$ cat src/hw/rtl/qtq_pkg.sv
`timescale 1ns / 1ps

package qtq_pkg;

  localparam int unsigned TABLE_ENTRIES = 64;
  localparam int unsigned IDX_W         = $clog2(TABLE_ENTRIES);
  localparam int unsigned QUAL_W        = 7;
  localparam int unsigned SCALE_W       = 13;
  localparam int unsigned VAL_W         = 8;
  localparam int unsigned BASE_W        = 7;
  localparam int unsigned DIVISOR_W     = 6;
  localparam int unsigned SUM_W         = 20;
  localparam int unsigned SUM_LIM_W     = 15;
  localparam int unsigned PROD_W        = SUM_LIM_W + SCALE_W;

  localparam logic [QUAL_W-1:0]  QUAL_SPLIT  = QUAL_W'(50);
  localparam logic [QUAL_W-1:0]  QUAL_MAX    = QUAL_W'(99);
  localparam logic [QUAL_W-1:0]  QUAL_MIN    = QUAL_W'(1);
  localparam logic [SCALE_W-1:0] DIV_NUM     = SCALE_W'(5000);
  localparam logic [SCALE_W-1:0] SCALE_BASE  = SCALE_W'(200);
  localparam logic [SUM_W-1:0]   ROUND_BIAS  = SUM_W'(50);
  localparam logic [SUM_W-1:0]   SAT_LIMIT   = SUM_W'(25600);
  localparam logic [SCALE_W-1:0] RECIP       = SCALE_W'(5243);
  localparam int unsigned        RECIP_SHIFT = 19;
  localparam logic [VAL_W-1:0]   VAL_MIN     = VAL_W'(1);
  localparam logic [VAL_W-1:0]   VAL_MAX     = VAL_W'(255);
  localparam logic [IDX_W-1:0]   LAST_IDX    = IDX_W'(TABLE_ENTRIES - 1);

  localparam logic [BASE_W-1:0] LUMA_TBL [TABLE_ENTRIES] = '{
    7'd16, 7'd11, 7'd10, 7'd16, 7'd24, 7'd40, 7'd51, 7'd61,
    7'd12, 7'd12, 7'd14, 7'd19, 7'd26, 7'd58, 7'd60, 7'd55,
    7'd14, 7'd13, 7'd16, 7'd24, 7'd40, 7'd57, 7'd69, 7'd56,
    7'd14, 7'd17, 7'd22, 7'd29, 7'd51, 7'd87, 7'd80, 7'd62,
    7'd18, 7'd22, 7'd37, 7'd56, 7'd68, 7'd109, 7'd103, 7'd77,
    7'd24, 7'd35, 7'd55, 7'd64, 7'd81, 7'd104, 7'd113, 7'd92,
    7'd49, 7'd64, 7'd78, 7'd87, 7'd103, 7'd121, 7'd120, 7'd101,
    7'd72, 7'd92, 7'd95, 7'd98, 7'd112, 7'd100, 7'd103, 7'd99
  };

  localparam logic [BASE_W-1:0] CHROMA_TBL [TABLE_ENTRIES] = '{
    7'd17, 7'd18, 7'd24, 7'd47, 7'd99, 7'd99, 7'd99, 7'd99,
    7'd18, 7'd21, 7'd26, 7'd66, 7'd99, 7'd99, 7'd99, 7'd99,
    7'd24, 7'd26, 7'd56, 7'd99, 7'd99, 7'd99, 7'd99, 7'd99,
    7'd47, 7'd66, 7'd99, 7'd99, 7'd99, 7'd99, 7'd99, 7'd99,
    7'd99, 7'd99, 7'd99, 7'd99, 7'd99, 7'd99, 7'd99, 7'd99,
    7'd99, 7'd99, 7'd99, 7'd99, 7'd99, 7'd99, 7'd99, 7'd99,
    7'd99, 7'd99, 7'd99, 7'd99, 7'd99, 7'd99, 7'd99, 7'd99,
    7'd99, 7'd99, 7'd99, 7'd99, 7'd99, 7'd99, 7'd99, 7'd99
  };

  typedef struct packed {
    logic [VAL_W-1:0] luma;
    logic [VAL_W-1:0] chroma;
  } entry_t;

  localparam int unsigned ENTRY_W = $bits(entry_t);

  typedef struct packed {
    logic             en;
    logic [IDX_W-1:0] addr;
    entry_t           data;
  } wr_t;

  typedef struct packed {
    logic [IDX_W-1:0] idx;
    entry_t           data;
  } out_t;

endpackage

$ cat src/hw/rtl/qtq_ram.sv
`timescale 1ns / 1ps

module qtq_ram #(
  parameter int unsigned DATA_W = qtq_pkg::ENTRY_W,
  parameter int unsigned DEPTH  = qtq_pkg::TABLE_ENTRIES,
  localparam int unsigned ADDR_W = $clog2(DEPTH)
) (
  input  logic              clk_i,
  input  logic              we_i,
  input  logic [ADDR_W-1:0] waddr_i,
  input  logic [DATA_W-1:0] wdata_i,
  input  logic              re_i,
  input  logic [ADDR_W-1:0] raddr_i,
  output logic [DATA_W-1:0] rdata_o
);

  logic [DATA_W-1:0] mem_q [DEPTH];
  logic [DATA_W-1:0] rdata_q;

  always_ff @(posedge clk_i) begin
    if (we_i) begin
      mem_q[waddr_i] <= wdata_i;
    end
    if (re_i) begin
      rdata_q <= mem_q[raddr_i];
    end
  end

  assign rdata_o = rdata_q;

endmodule

$ cat src/hw/rtl/qtq_div.sv
`timescale 1ns / 1ps

module qtq_div (
  input  logic                           clk_i,
  input  logic                           rst_ni,
  input  logic                           start_i,
  input  logic [qtq_pkg::DIVISOR_W-1:0]  divisor_i,
  output logic                           done_o,
  output logic [qtq_pkg::SCALE_W-1:0]    quot_o
);

  import qtq_pkg::*;

  localparam int unsigned CNT_W = $clog2(SCALE_W);

  logic                 run_q, run_d;
  logic                 done_q, done_d;
  logic [CNT_W-1:0]     cnt_q, cnt_d;
  logic [DIVISOR_W-1:0] rem_q, rem_d;
  logic [DIVISOR_W-1:0] dvs_q, dvs_d;
  logic [SCALE_W-1:0]   quot_q, quot_d;
  logic [DIVISOR_W:0]   shifted;
  logic [DIVISOR_W:0]   diff;
  logic                 fits;

  // one quotient bit per cycle, msb first
  always_comb begin
    shifted = {rem_q, DIV_NUM[cnt_q]};
    fits    = shifted >= {1'b0, dvs_q};
    diff    = shifted - {1'b0, dvs_q};
    run_d   = run_q;
    done_d  = 1'b0;
    cnt_d   = cnt_q;
    rem_d   = rem_q;
    dvs_d   = dvs_q;
    quot_d  = quot_q;
    if (start_i) begin
      run_d = 1'b1;
      cnt_d = CNT_W'(SCALE_W - 1);
      rem_d = '0;
      dvs_d = divisor_i;
    end else if (run_q) begin
      rem_d  = fits ? diff[DIVISOR_W-1:0] : shifted[DIVISOR_W-1:0];
      quot_d = {quot_q[SCALE_W-2:0], fits};
      cnt_d  = cnt_q - CNT_W'(1);
      if (cnt_q == '0) begin
        run_d  = 1'b0;
        done_d = 1'b1;
      end
    end
  end

  always_ff @(posedge clk_i or negedge rst_ni) begin
    if (!rst_ni) begin
      run_q  <= 1'b0;
      done_q <= 1'b0;
      cnt_q  <= '0;
    end else begin
      run_q  <= run_d;
      done_q <= done_d;
      cnt_q  <= cnt_d;
    end
  end

  always_ff @(posedge clk_i) begin
    rem_q  <= rem_d;
    dvs_q  <= dvs_d;
    quot_q <= quot_d;
  end

  assign done_o = done_q;
  assign quot_o = quot_q;

endmodule

$ cat src/hw/rtl/qtq_scale.sv
`timescale 1ns / 1ps

module qtq_scale (
  input  logic                         clk_i,
  input  logic                         rst_ni,
  input  logic                         valid_i,
  input  logic [qtq_pkg::IDX_W-1:0]    idx_i,
  input  logic [qtq_pkg::SCALE_W-1:0]  scale_i,
  output qtq_pkg::wr_t                 wr_o
);

  import qtq_pkg::*;

  logic             v1_q, v2_q;
  logic [IDX_W-1:0] idx1_q, idx2_q;
  logic [SUM_W-1:0] l_sum_d, c_sum_d, l_sum_q, c_sum_q;
  logic [PROD_W-1:0] l_prod, c_prod;
  logic             l_sat_q, c_sat_q;
  logic [VAL_W-1:0] l_quo_q, c_quo_q;

  function automatic logic [VAL_W-1:0] clamp_val(input logic sat, input logic [VAL_W-1:0] q);
    logic [VAL_W-1:0] r;
    r = q;
    if (sat) begin
      r = VAL_MAX;
    end else if (q < VAL_MIN) begin
      r = VAL_MIN;
    end
    return r;
  endfunction

  // base times scale plus rounding bias
  assign l_sum_d = SUM_W'(LUMA_TBL[idx_i]) * SUM_W'(scale_i) + ROUND_BIAS;
  assign c_sum_d = SUM_W'(CHROMA_TBL[idx_i]) * SUM_W'(scale_i) + ROUND_BIAS;

  // divide by 100 via reciprocal, exact below the saturation limit
  assign l_prod = PROD_W'(l_sum_q[SUM_LIM_W-1:0]) * PROD_W'(RECIP);
  assign c_prod = PROD_W'(c_sum_q[SUM_LIM_W-1:0]) * PROD_W'(RECIP);

  always_ff @(posedge clk_i or negedge rst_ni) begin
    if (!rst_ni) begin
      v1_q <= 1'b0;
      v2_q <= 1'b0;
    end else begin
      v1_q <= valid_i;
      v2_q <= v1_q;
    end
  end

  always_ff @(posedge clk_i) begin
    idx1_q  <= idx_i;
    l_sum_q <= l_sum_d;
    c_sum_q <= c_sum_d;
    idx2_q  <= idx1_q;
    l_sat_q <= l_sum_q >= SAT_LIMIT;
    c_sat_q <= c_sum_q >= SAT_LIMIT;
    l_quo_q <= l_prod[RECIP_SHIFT +: VAL_W];
    c_quo_q <= c_prod[RECIP_SHIFT +: VAL_W];
  end

  assign wr_o.en          = v2_q;
  assign wr_o.addr        = idx2_q;
  assign wr_o.data.luma   = clamp_val(l_sat_q, l_quo_q);
  assign wr_o.data.chroma = clamp_val(c_sat_q, c_quo_q);

endmodule

$ cat src/hw/rtl/jpeg_quant_table_from_quality.sv
`timescale 1ns / 1ps

// quality to quantizer table generator
// input channel: one request carries quality_i, taken when in_valid_i is high
// and in_stall_o is low; in_stall_o stays high from acceptance until the last
// entry of the run has been taken on the output side
// output channel: 64 requests per quality, entry_index_o 0..63 in table order,
// last_entry_o high on entry 63; held while out_stall_i is high
// path: a quality of 50 and up passes the state register, the scale stages,
// the memory write, the memory read and the output buffer before entry 0 is shown;
// below 50 the scale first comes from a bit-serial divider
// throughput: one entry per cycle while unstalled, set by the one entry per cycle
// write and read ports of the result memory; a stalled output stops reads from
// the memory once the output buffer and the read in flight hold two entries;
// the two-entry output buffer keeps the full rate across stall edges
// reset: returns to idle with no run pending; memory content is not cleared

module jpeg_quant_table_from_quality (
  input  logic                        clk_i,
  input  logic                        rst_ni,
  input  logic                        in_valid_i,
  output logic                        in_stall_o,
  input  logic [qtq_pkg::QUAL_W-1:0]  quality_i,
  output logic                        out_valid_o,
  input  logic                        out_stall_i,
  output logic [qtq_pkg::IDX_W-1:0]   entry_index_o,
  output logic [qtq_pkg::VAL_W-1:0]   luma_value_o,
  output logic [qtq_pkg::VAL_W-1:0]   chroma_value_o,
  output logic                        last_entry_o
);

  import qtq_pkg::*;

  localparam logic [1:0] ST_IDLE = 2'd0;
  localparam logic [1:0] ST_DIV  = 2'd1;
  localparam logic [1:0] ST_RUN  = 2'd2;

  logic [1:0]         state_q, state_d;
  logic [SCALE_W-1:0] scale_q, scale_d;
  logic [IDX_W:0]     gen_cnt_q, gen_cnt_d;
  logic [IDX_W:0]     wr_cnt_q, wr_cnt_d;
  logic [IDX_W:0]     rd_ptr_q, rd_ptr_d;
  logic               rd_pend_q;
  logic [IDX_W-1:0]   rd_idx_q;
  logic [1:0]         ob_cnt_q, ob_cnt_d;
  out_t               ob_q [2];
  out_t               ob_d [2];
  logic [1:0]         ob_after;

  logic               accept;
  logic               pop;
  logic               rd_issue;
  logic               gen_valid;
  logic               div_start;
  logic               div_done;
  logic [SCALE_W-1:0] div_quot;
  logic [QUAL_W-1:0]  factor;
  logic               low_quality;
  logic               run_end;
  wr_t                wr;
  entry_t             rdata;

  assign accept      = in_valid_i && !in_stall_o;
  assign in_stall_o  = state_q != ST_IDLE;
  assign low_quality = quality_i < QUAL_SPLIT;
  assign div_start   = accept && low_quality;
  assign pop         = (ob_cnt_q != '0) && !out_stall_i;
  assign run_end     = pop && (ob_q[0].idx == LAST_IDX);
  assign gen_valid   = (state_q == ST_RUN) && !gen_cnt_q[IDX_W];

  always_comb begin
    factor = quality_i;
    if (quality_i < QUAL_MIN) begin
      factor = QUAL_MIN;
    end else if (quality_i > QUAL_MAX) begin
      factor = QUAL_MAX;
    end
  end

  // read only entries already written; keep buffer plus in-flight read within two
  assign rd_issue = (state_q == ST_RUN) && (rd_ptr_q < wr_cnt_q) &&
                    (({1'b0, ob_cnt_q} + {2'b0, rd_pend_q}) <= ({2'b0, pop} + 3'd1));

  always_comb begin
    state_d   = state_q;
    scale_d   = scale_q;
    gen_cnt_d = gen_cnt_q;
    wr_cnt_d  = wr_cnt_q;
    rd_ptr_d  = rd_ptr_q;
    case (state_q)
      ST_IDLE: begin
        if (accept) begin
          gen_cnt_d = '0;
          wr_cnt_d  = '0;
          rd_ptr_d  = '0;
          if (low_quality) begin
            state_d = ST_DIV;
          end else begin
            scale_d = SCALE_BASE - SCALE_W'({factor, 1'b0});
            state_d = ST_RUN;
          end
        end
      end
      ST_DIV: begin
        if (div_done) begin
          scale_d = div_quot;
          state_d = ST_RUN;
        end
      end
      ST_RUN: begin
        if (gen_valid) begin
          gen_cnt_d = gen_cnt_q + (IDX_W + 1)'(1);
        end
        if (wr.en) begin
          wr_cnt_d = wr_cnt_q + (IDX_W + 1)'(1);
        end
        if (rd_issue) begin
          rd_ptr_d = rd_ptr_q + (IDX_W + 1)'(1);
        end
        if (run_end) begin
          state_d = ST_IDLE;
        end
      end
      default: begin
        state_d = ST_IDLE;
      end
    endcase
  end

  // two-entry output buffer, head in slot 0
  always_comb begin
    ob_d[0]  = ob_q[0];
    ob_d[1]  = ob_q[1];
    ob_after = ob_cnt_q - {1'b0, pop};
    if (pop) begin
      ob_d[0] = ob_q[1];
    end
    if (rd_pend_q) begin
      ob_d[ob_after[0]] = '{idx: rd_idx_q, data: rdata};
    end
    ob_cnt_d = ob_after + {1'b0, rd_pend_q};
  end

  always_ff @(posedge clk_i or negedge rst_ni) begin
    if (!rst_ni) begin
      state_q   <= ST_IDLE;
      scale_q   <= '0;
      gen_cnt_q <= '0;
      wr_cnt_q  <= '0;
      rd_ptr_q  <= '0;
      rd_pend_q <= 1'b0;
      ob_cnt_q  <= '0;
    end else begin
      state_q   <= state_d;
      scale_q   <= scale_d;
      gen_cnt_q <= gen_cnt_d;
      wr_cnt_q  <= wr_cnt_d;
      rd_ptr_q  <= rd_ptr_d;
      rd_pend_q <= rd_issue;
      ob_cnt_q  <= ob_cnt_d;
    end
  end

  always_ff @(posedge clk_i) begin
    rd_idx_q <= rd_ptr_q[IDX_W-1:0];
    ob_q[0]  <= ob_d[0];
    ob_q[1]  <= ob_d[1];
  end

  qtq_div u_div (
    .clk_i     (clk_i),
    .rst_ni    (rst_ni),
    .start_i   (div_start),
    .divisor_i (factor[DIVISOR_W-1:0]),
    .done_o    (div_done),
    .quot_o    (div_quot)
  );

  qtq_scale u_scale (
    .clk_i   (clk_i),
    .rst_ni  (rst_ni),
    .valid_i (gen_valid),
    .idx_i   (gen_cnt_q[IDX_W-1:0]),
    .scale_i (scale_q),
    .wr_o    (wr)
  );

  qtq_ram #(
    .DATA_W (ENTRY_W),
    .DEPTH  (TABLE_ENTRIES)
  ) u_ram (
    .clk_i   (clk_i),
    .we_i    (wr.en),
    .waddr_i (wr.addr),
    .wdata_i (wr.data),
    .re_i    (rd_issue),
    .raddr_i (rd_ptr_q[IDX_W-1:0]),
    .rdata_o (rdata)
  );

  assign out_valid_o    = ob_cnt_q != '0;
  assign entry_index_o  = ob_q[0].idx;
  assign luma_value_o   = ob_q[0].data.luma;
  assign chroma_value_o = ob_q[0].data.chroma;
  assign last_entry_o   = ob_q[0].idx == LAST_IDX;

  assert property (@(posedge clk_i) disable iff (!rst_ni)
    rd_ptr_q <= wr_cnt_q)
    else $error("read pointer passed written entries");

  assert property (@(posedge clk_i) disable iff (!rst_ni)
    ({1'b0, ob_cnt_q} + {2'b0, rd_pend_q}) <= 3'd2)
    else $error("output buffer overcommitted");

  assert property (@(posedge clk_i) disable iff (!rst_ni)
    (ob_cnt_q != '0) |-> (state_q == ST_RUN))
    else $error("result shown outside a run");

  assert property (@(posedge clk_i) disable iff (!rst_ni)
    run_end |=> (state_q == ST_IDLE) && (ob_cnt_q == '0) && !rd_pend_q)
    else $error("run ended with results left");

  assert property (@(posedge clk_i) disable iff (!rst_ni)
    wr.en |-> (wr.addr == wr_cnt_q[IDX_W-1:0]))
    else $error("memory written out of order");

endmodule

$ cat config.mk
export PLATFORM = sky130hd
export DESIGN_NAME = jpeg_quant_table_from_quality
export DESIGN_NICKNAME = d
export VERILOG_FILES = /design/src/hw/rtl/qtq_pkg.sv /design/src/hw/rtl/qtq_ram.sv /design/src/hw/rtl/qtq_div.sv /design/src/hw/rtl/qtq_scale.sv /design/src/hw/rtl/jpeg_quant_table_from_quality.sv
export SDC_FILE = /design/constraint.sdc
export NUM_CORES = 2
export LEC_CHECK = 0
export BUFFER_PORTS_ARGS = -buffer_cell sky130_fd_sc_hd__buf_2
export CORE_MARGIN = 4
export CORE_UTILIZATION = 55
export CTS_CLUSTER_DIAMETER = 100
export DETAILED_ROUTE_END_ITERATION = 8
export PLACE_DENSITY = 0.75
export SLEW_MARGIN = 20
export SYNTH_ARGS = -nofsm -noshare
export SYNTH_HDL_FRONTEND = slang
export SYNTH_SLANG_ARGS = --single-unit
$ cat constraint.sdc
create_clock -name clk_i -period 9 [get_ports clk_i]
set_clock_uncertainty 0.2 [all_clocks]
set_input_delay 2.25 -clock clk_i [delete_from_list [all_inputs] [get_ports clk_i]]
set_output_delay 2.25 -clock clk_i [all_outputs]
set_load 0.02 [all_outputs]
After elaboration in Yosys (flattened, before gate mapping)
Memories as Yosys holds them, arrays and structs flattened. A register that Yosys moved wholly into a read port is not among the register bits.
Index checks and enable logic that the tools add are counted.
{"block": "classes", "muxes": 43, "bitwise_logic": 3, "n_mul": 4, "addsub": 12, "eq_ne": 10, "n_lt_le_gt_ge": 14, "n_reduce_logical": 24}
{"operator": "$mux W7", "n": 10}
{"operator": "$mul A15 B13 Y27 const B", "n": 2}
{"operator": "$bwmux W44", "n": 1}
{"operator": "$mux W22", "n": 2}
{"operator": "$mux W44", "n": 1}
{"operator": "$pmux W7 S2", "n": 3}
{"operator": "$add A20 B6 Y20 const B", "n": 2}
{"operator": "$ge A20 B15 Y1 const B", "n": 2}
{"operator": "$mul A7 B13 Y20", "n": 2}
{"operator": "$mux W13", "n": 3}
{"operator": "$mux W8", "n": 4}
{"operator": "$pmux W13 S2", "n": 1}
{"operator": "$demux W22 S1", "n": 1}
{"operator": "$add A7 B1 Y7 const B", "n": 3}
{"operator": "$lt A8 B1 Y1 const B", "n": 2}
{"operator": "$reduce_and A3 Y1", "n": 4}
{"operator": "$reduce_bool A2 Y1", "n": 5}
{"operator": "$mux W1", "n": 9}
{"operator": "$sub A8 B8 Y9 const A", "n": 1}
{"operator": "$logic_and A1 B1 Y1", "n": 8}
{"operator": "$mux W2", "n": 4}
{"operator": "$mux W4", "n": 2}
{"operator": "$ne A2 B2 Y1 const B", "n": 4}
{"operator": "$ge A7 B6 Y1", "n": 1}
{"operator": "other kinds (29)", "n": 33}
{"block": "word_totals", "ramBits": 1068, "word_cells": 139, "out_inout_bits": 25, "memories": 5, "romBits": 912, "input_bits": 11, "regBits": 148}
{"name": "u_ram.mem_q", "depth": 64, "word_bits": 16, "rd": 1, "rd_ports_with_merged_regs": 1, "write_ports": 1, "line_no": "qtq_ram.sv:17", "rtl": "logic [DATA_W-1:0] mem_q [DEPTH];"}
{"name": "(no name shown)", "depth": 64, "word_bits": 7, "rd": 1, "rd_ports_with_merged_regs": 0, "write_ports": 0, "line_no": "qtq_scale.sv:33", "rtl": "assign l_sum_d = SUM_W'(LUMA_TBL[idx_i]) * SUM_W'(scale_i) + ROUND_BIAS;"}
{"name": "(no name shown)", "depth": 64, "word_bits": 7, "rd": 1, "rd_ports_with_merged_regs": 0, "write_ports": 0, "line_no": "qtq_scale.sv:34", "rtl": "assign c_sum_d = SUM_W'(CHROMA_TBL[idx_i]) * SUM_W'(scale_i) + ROUND_BIAS;"}
{"name": "ob_q", "depth": 2, "word_bits": 22, "rd": 2, "rd_ports_with_merged_regs": 0, "write_ports": 2, "line_no": "jpeg_quant_table_from_quality.sv:46", "rtl": "out_t ob_q [2];"}
{"name": "(no name shown)", "depth": 16, "word_bits": 1, "rd": 1, "rd_ports_with_merged_regs": 0, "write_ports": 0, "line_no": "qtq_div.sv:28", "rtl": "shifted = {rem_q, DIV_NUM[cnt_q]};"}

Depth between registers and ports, before layout
{"block": "depth", "word_depth": 10, "ltp_mapped": 28, "ltp_nobuf": 26}

Hierarchy
Synthesis repeated with hierarchy kept, for this count alone.
{"block": "unflattened", "hier_cells": 4075, "hier_area_um2": 61743.0}
{"mod": "qtq_ram", "area_each_um2": 40202.3, "cells_each": 1829, "instances": 1, "seq_area_each_um2": 31230.0}
{"mod": "qtq_scale", "area_each_um2": 15956.6, "cells_each": 1737, "instances": 1, "seq_area_each_um2": 1451.4}
{"mod": "jpeg_quant_table_from_quality", "area_each_um2": 4132.7, "cells_each": 388, "instances": 1, "seq_area_each_um2": 2197.1}
{"mod": "qtq_div", "area_each_um2": 1451.4, "cells_each": 121, "instances": 1, "seq_area_each_um2": 840.8}

Worst setup path after synthesis
Ideal clock, no wire load.
{"block": "synth_path", "path_type": "flip-flop to flip-flop", "startpoint": "reg gen_cnt_q[1]", "endpoint": "reg u_scale.l_sum_q[18]", "period_less_slack_ns": 6.490, "path_stages_with_launch": 28, "setup_slack_ns": 2.510, "required_ns": 8.705, "arrival_time_ns": 6.195, "path_buffers": 2, "setup_ns": 0.095, "path_cell_list": "dfrtp_1 clkbuf_1 inv_1 ha_1 nor2b_1 a21oi_1 nor2b_1 o21ai_1 a22oi_1 a31oi_1 a41oi_1 clkbuf_1 and2_1 fa_1 fa_1 fa_1 inv_1 fa_1 inv_1 ha_1 a21o_1 a21o_1 a21oi_1 o21ai_1 a41o_1 o21a_1 o21a_1 o311ai_1"}
{"block": "synth_between", "elab_chain_len": 6}
{"item": "start: declaration", "line_no": "jpeg_quant_table_from_quality.sv:40", "rtl": "logic [IDX_W:0] gen_cnt_q, gen_cnt_d;"}
{"item": "start signal: assignment", "line_no": "jpeg_quant_table_from_quality.sv:156", "rtl": "gen_cnt_q <= gen_cnt_d;"}
{"item": "$not A6 Y7 (implied by the code)", "line_no": "qtq_scale.sv:33"}
{"item": "$mem_v2 Z64 W7"}
{"item": "$mux W7 (implied by the code) (2 in series)", "line_no": "qtq_scale.sv:33"}
{"item": "$mul A7 B13 Y20", "line_no": "qtq_scale.sv:33"}
{"item": "$add A20 B6 Y20", "line_no": "qtq_scale.sv:33"}
{"item": "via u_scale.l_sum_d[18]", "line_no": "qtq_scale.sv:16", "rtl": "logic [SUM_W-1:0] l_sum_d, c_sum_d, l_sum_q, c_sum_q;"}
{"item": "end signal: assignment", "line_no": "qtq_scale.sv:52", "rtl": "l_sum_q <= l_sum_d;"}
{"item": "end: declaration", "line_no": "qtq_scale.sv:16"}
The timed path passes the listed nets, and every way through them passes these cells. The select of a mux whose other input is x is not followed.
A chain may end at the register's enable or synchronous reset.

Final worst setup path
Ends and elaborated chain as after synthesis.

==> impl_metrics.csv <==
group,metric,value,unit
min_path,min_path_type,"reg -> reg",
floorplanning,core_area,109000,um2
sta,setup_violations,0,
route,drc,0,
route,drtIter0Drc,3358,
worst_setup_path,end_kind,"flop",
cts,cts_tree,"built",
worst_setup_path,critPathMaxFanout,15,
yosys,synthMuxAreaShare,13.1,%
cts,clk_pin_slew,0.06,ns
cts,post_cts_resized,0,
yosys,synth_area_per_cell,16.2,um2
cts,clock_latency,0.72,ns
worst_setup_path,arrival,7.54,ns
cts,post-cts-setup-buffers,0,
worst_setup_path,critPathKind,"reg -> reg",
yosys,ys_seq_area_share,58.9,%
floorplanning,die-area,116000,um2
placement,gp_congestion,0.850,
yosys,synth_area_leaders,"edfxtp_1, mux4_2, fa_1",
floorplanning,fp-row-count,121,
sta,slew_headroom,26.2,%
floorplanning,num_io_pins,36,
worst_setup_path,worst-path-buf-inv,3,
yosys,synth_top_family_by_area,"adder cells",
sta,whs,0.120,ns
route,avgRoutedWirePerCell,25.1,um
cts,clockRootBuffer,"clkbuf_16",
layout,area_growth,9.50,%
sta,layout_worst_path_cycle_share,79.8,%
cts,cts_buffers,117,
global_route,globalRouteTotalUtil,23.7,%
layout,n_fill_cell,7809,
outcome,status,"finished clean",
yosys,synth_ff_type,"edfxtp_1",
sta,setup_tns,0,ns
yosys,synth_edf_count,1081,
sta,hold_viol,0,
floorplanning,initial_core_util,55.5,%
yosys,synthXorXnorAreaFrac,1.04,%
yosys,ys_types,66,
layout,nNetsFinal,4409,
yosys,synthArstFlopShare,3.81,%
route,routed_wl,135,mm
yosys,synth_compound_area_share,2.85,%
sta,fmax,139,MHz
cts,cts_hold_buffers,0,
worst_setup_path,cp_common_cell,"fa_1",
global_route,grt_antenna_before_repair,8,
floorplanning,die_height,340,um
worst_setup_path,cpPeakStageDelay,0.83,ns
worst_setup_path,start_kind,"flop",
sta,fin_crit,7.18,ns
job,max_cap_viol_count,0,
global_route,first_global_vias,32800,
worst_setup_path,worstPathCellList,"inv_1 -> ha_1 -> nor2b_1 -> a21oi_1 -> nand2_1 -> o21ai_1 -> o21ai_1 -> and2_1 -> fa_1 -> fa_1 -> fa_1 -> inv_1 -> fa_1 -> inv_1 -> ha_1 -> a21o_1 -> a21o_1 -> a21oi_1 -> o21ai_1 -> a41o_1 -> o21a_1 -> o21a_1 -> o311ai_1",
layout,drive_gt1_share,17.1,%
placement,port_buffers,35,
yosys,synthSimpleGateAreaFrac,4.67,%
cts,cts_buffer_depth,3,
global_route,gr-total-overflow,0,
yosys,synth-seq-cells,1232,
sta,grt_setup_unrepaired,"no",
worst_setup_path,crit_family,"adder cells",
worst_setup_path,worstPathRequired,9.36,ns
global_route,grt_pass1_wl,207,mm
global_route,grt_max_degree,107,
cts,htree_levels,3,
sta,worstMarginPinSlew,1.11,ns
route,vias_per_cell,5.92,
sta,report.final.slew_viol_count,0,
route,firstDrtPassIters,6,
placement,hpwl,80.9,mm
yosys,synthCells,3732,
route,vias,32000,
yosys,syn-num-nets,4328,
route,ant_nets,0,
yosys,synth_fa_ha_area_share,15.2,%
floorplanning,die_w,340,um
yosys,yosys_warnings,0,
yosys,netlist_area,60600,um2
yosys,synth_top_cell_by_area,"edfxtp_1",
cts,cts_sinks,1232,
yosys,synth.top_cell.area_share,53.6,%
worst_setup_path,cp_slowest_cell,"o21ai_1",
-- registers in the layout, indices dropped and copies added (netlist names), 4 cells and up, named ones only --
register and cells:
rd_idx_q 6, gen_cnt_q 7, u_div.cnt_q 4, scale_q 13, u_scale.l_quo_q 8, wr_cnt_q 7, u_div.quot_o 13, u_ram.rdata_o 16
u_ram.mem_q 1024, u_scale.l_sum_q 20, u_scale.idx2_q 6, u_div.dvs_q 6, u_scale.c_sum_q 20, u_scale.c_quo_q 8, ob_q 22, rd_ptr_q 7
u_div.rem_q 6, u_scale.idx1_q 6
-- metal layers --
| layer | routed length (um) | global-route usage [%] |
|---|---|---|
| met1 | 53400 | 33.5 |
| met2 | 65800 | 38.2 |
| met3 | 12900 | 5.31 |
| met4 | 3070 | 5.62 |
| met5 | 27 | 0 |
-- cells in the mapped netlist, types with 4 or more instances --
library cell  instances
ha_1                331
o22ai_1               5
dfxtp_1             104
fa_1                254
dfrtp_1              47
nor3_1               15
and2_1              103
a21oi_1              69
clkbuf_1            104
buf_1                 7
buf_6                10
xnor2_1              48
buf_2                13
nand2b_1             23
nor2b_1              46
nand3b_1              6
nand4_1              14
mux2i_1              30
inv_2                 8
buf_4                34
mux4_2              338
or3_1                 6
or2_2                14
o31ai_1               4
nand2_1             151
nor2_1              148
xor2_1               24
o21ai_1              74
o21a_1                9
and4_1                5
nand3_1              18
o311ai_1              6
edfxtp_1           1081
nor4_1                6
a31oi_1               7
inv_1               441
a211oi_1             11
and3_1                8
o21bai_1              4
a21o_1               36
a211o_1               4
o21ai_0              29
-- kinds of logic after synthesis --
logic type | Yosys count
AOI/OAI and AO/OA | 283
xor gates and xnor gates | 72
adders and majority gates | 585
buffers and inverters | 617
DFF | 1232
muxes | 370
and+or+nand+nor | 573
-- layout by cell type, fill, tap and decap left out, drive strengths merged, types with 104 or more instances in the layout --
master	Yosys	layout
fa	254	254
dfxtp	104	104
mux4	338	338
clkbuf	104	155
buf	64	130
edfxtp	1081	1081
nor2	148	148
nand2	151	151
inv	449	455
ha	331	331
-- worst reg2reg max path, cell delays in order (launching register included) --
cell and delay, ns:
dfrtp_1 0.62, inv_1 0.25, ha_1 0.48, nor2b_1 0.33
a21oi_1 0.11, nand2_1 0.09, o21ai_1 0.07, o21ai_1 0.83
and2_1 0.28, fa_1 0.43, fa_1 0.51, fa_1 0.49
inv_1 0.05, fa_1 0.47, inv_1 0.04, ha_1 0.33
a21o_1 0.18, a21o_1 0.16, a21oi_1 0.25, o21ai_1 0.11
a41o_1 0.22, o21a_1 0.20, o21a_1 0.17, o311ai_1 0.23
-- stage by stage --
stage	utilization [%]	cell area [um2]	worst slack, ns	instances
finish	60.8	66400	1.82	5395
global route	60.8	66300	1.24	5392
CTS	60.8	66300	1.84	5392
detailed placement	57.3	62500	1.85	5170
global placement	57.3	62500	1.98	5170
floorplan	-	60600	2.51	3732
-- worst paths after layout --
check / from / end / slack [ns] / cells after the start
min in group asynchronous: rst_ni / ob_cnt_q[1] / 1.45 / 2
worst max register to register: gen_cnt_q[1] / u_scale.l_sum_q[18] / 1.82 / 23
max in group asynchronous: rst_ni / rd_ptr_q[1] / 6.57 / 2
worst min-delay path: u_scale.idx1_q[1] / u_scale.idx2_q[1] / 0.12 / 0
worst max-delay path: gen_cnt_q[1] / u_scale.l_sum_q[18] / 1.82 / 23
worst min register to register: u_scale.idx1_q[1] / u_scale.idx2_q[1] / 0.12 / 0
-- area by class of cell --
cell class | instances | area [um2] | share of cell area (%)
clock inverters | 67 | 597 | 0.899
flip-flops and latches | 1232 | 35700 | 53.9
multi-input cells | 1883 | 22400 | 33.8
inverters | 449 | 1690 | 2.54
well taps | 1476 | 1850 | 2.78
repair buffers | 130 | 913 | 1.38
clock buffers | 155 | 3170 | 4.78
diodes | 3 | 7.51 | 0.0113
Power is not shown: default switching activity piles up to over one toggle a cycle in this logic, so the estimate is an artifact.
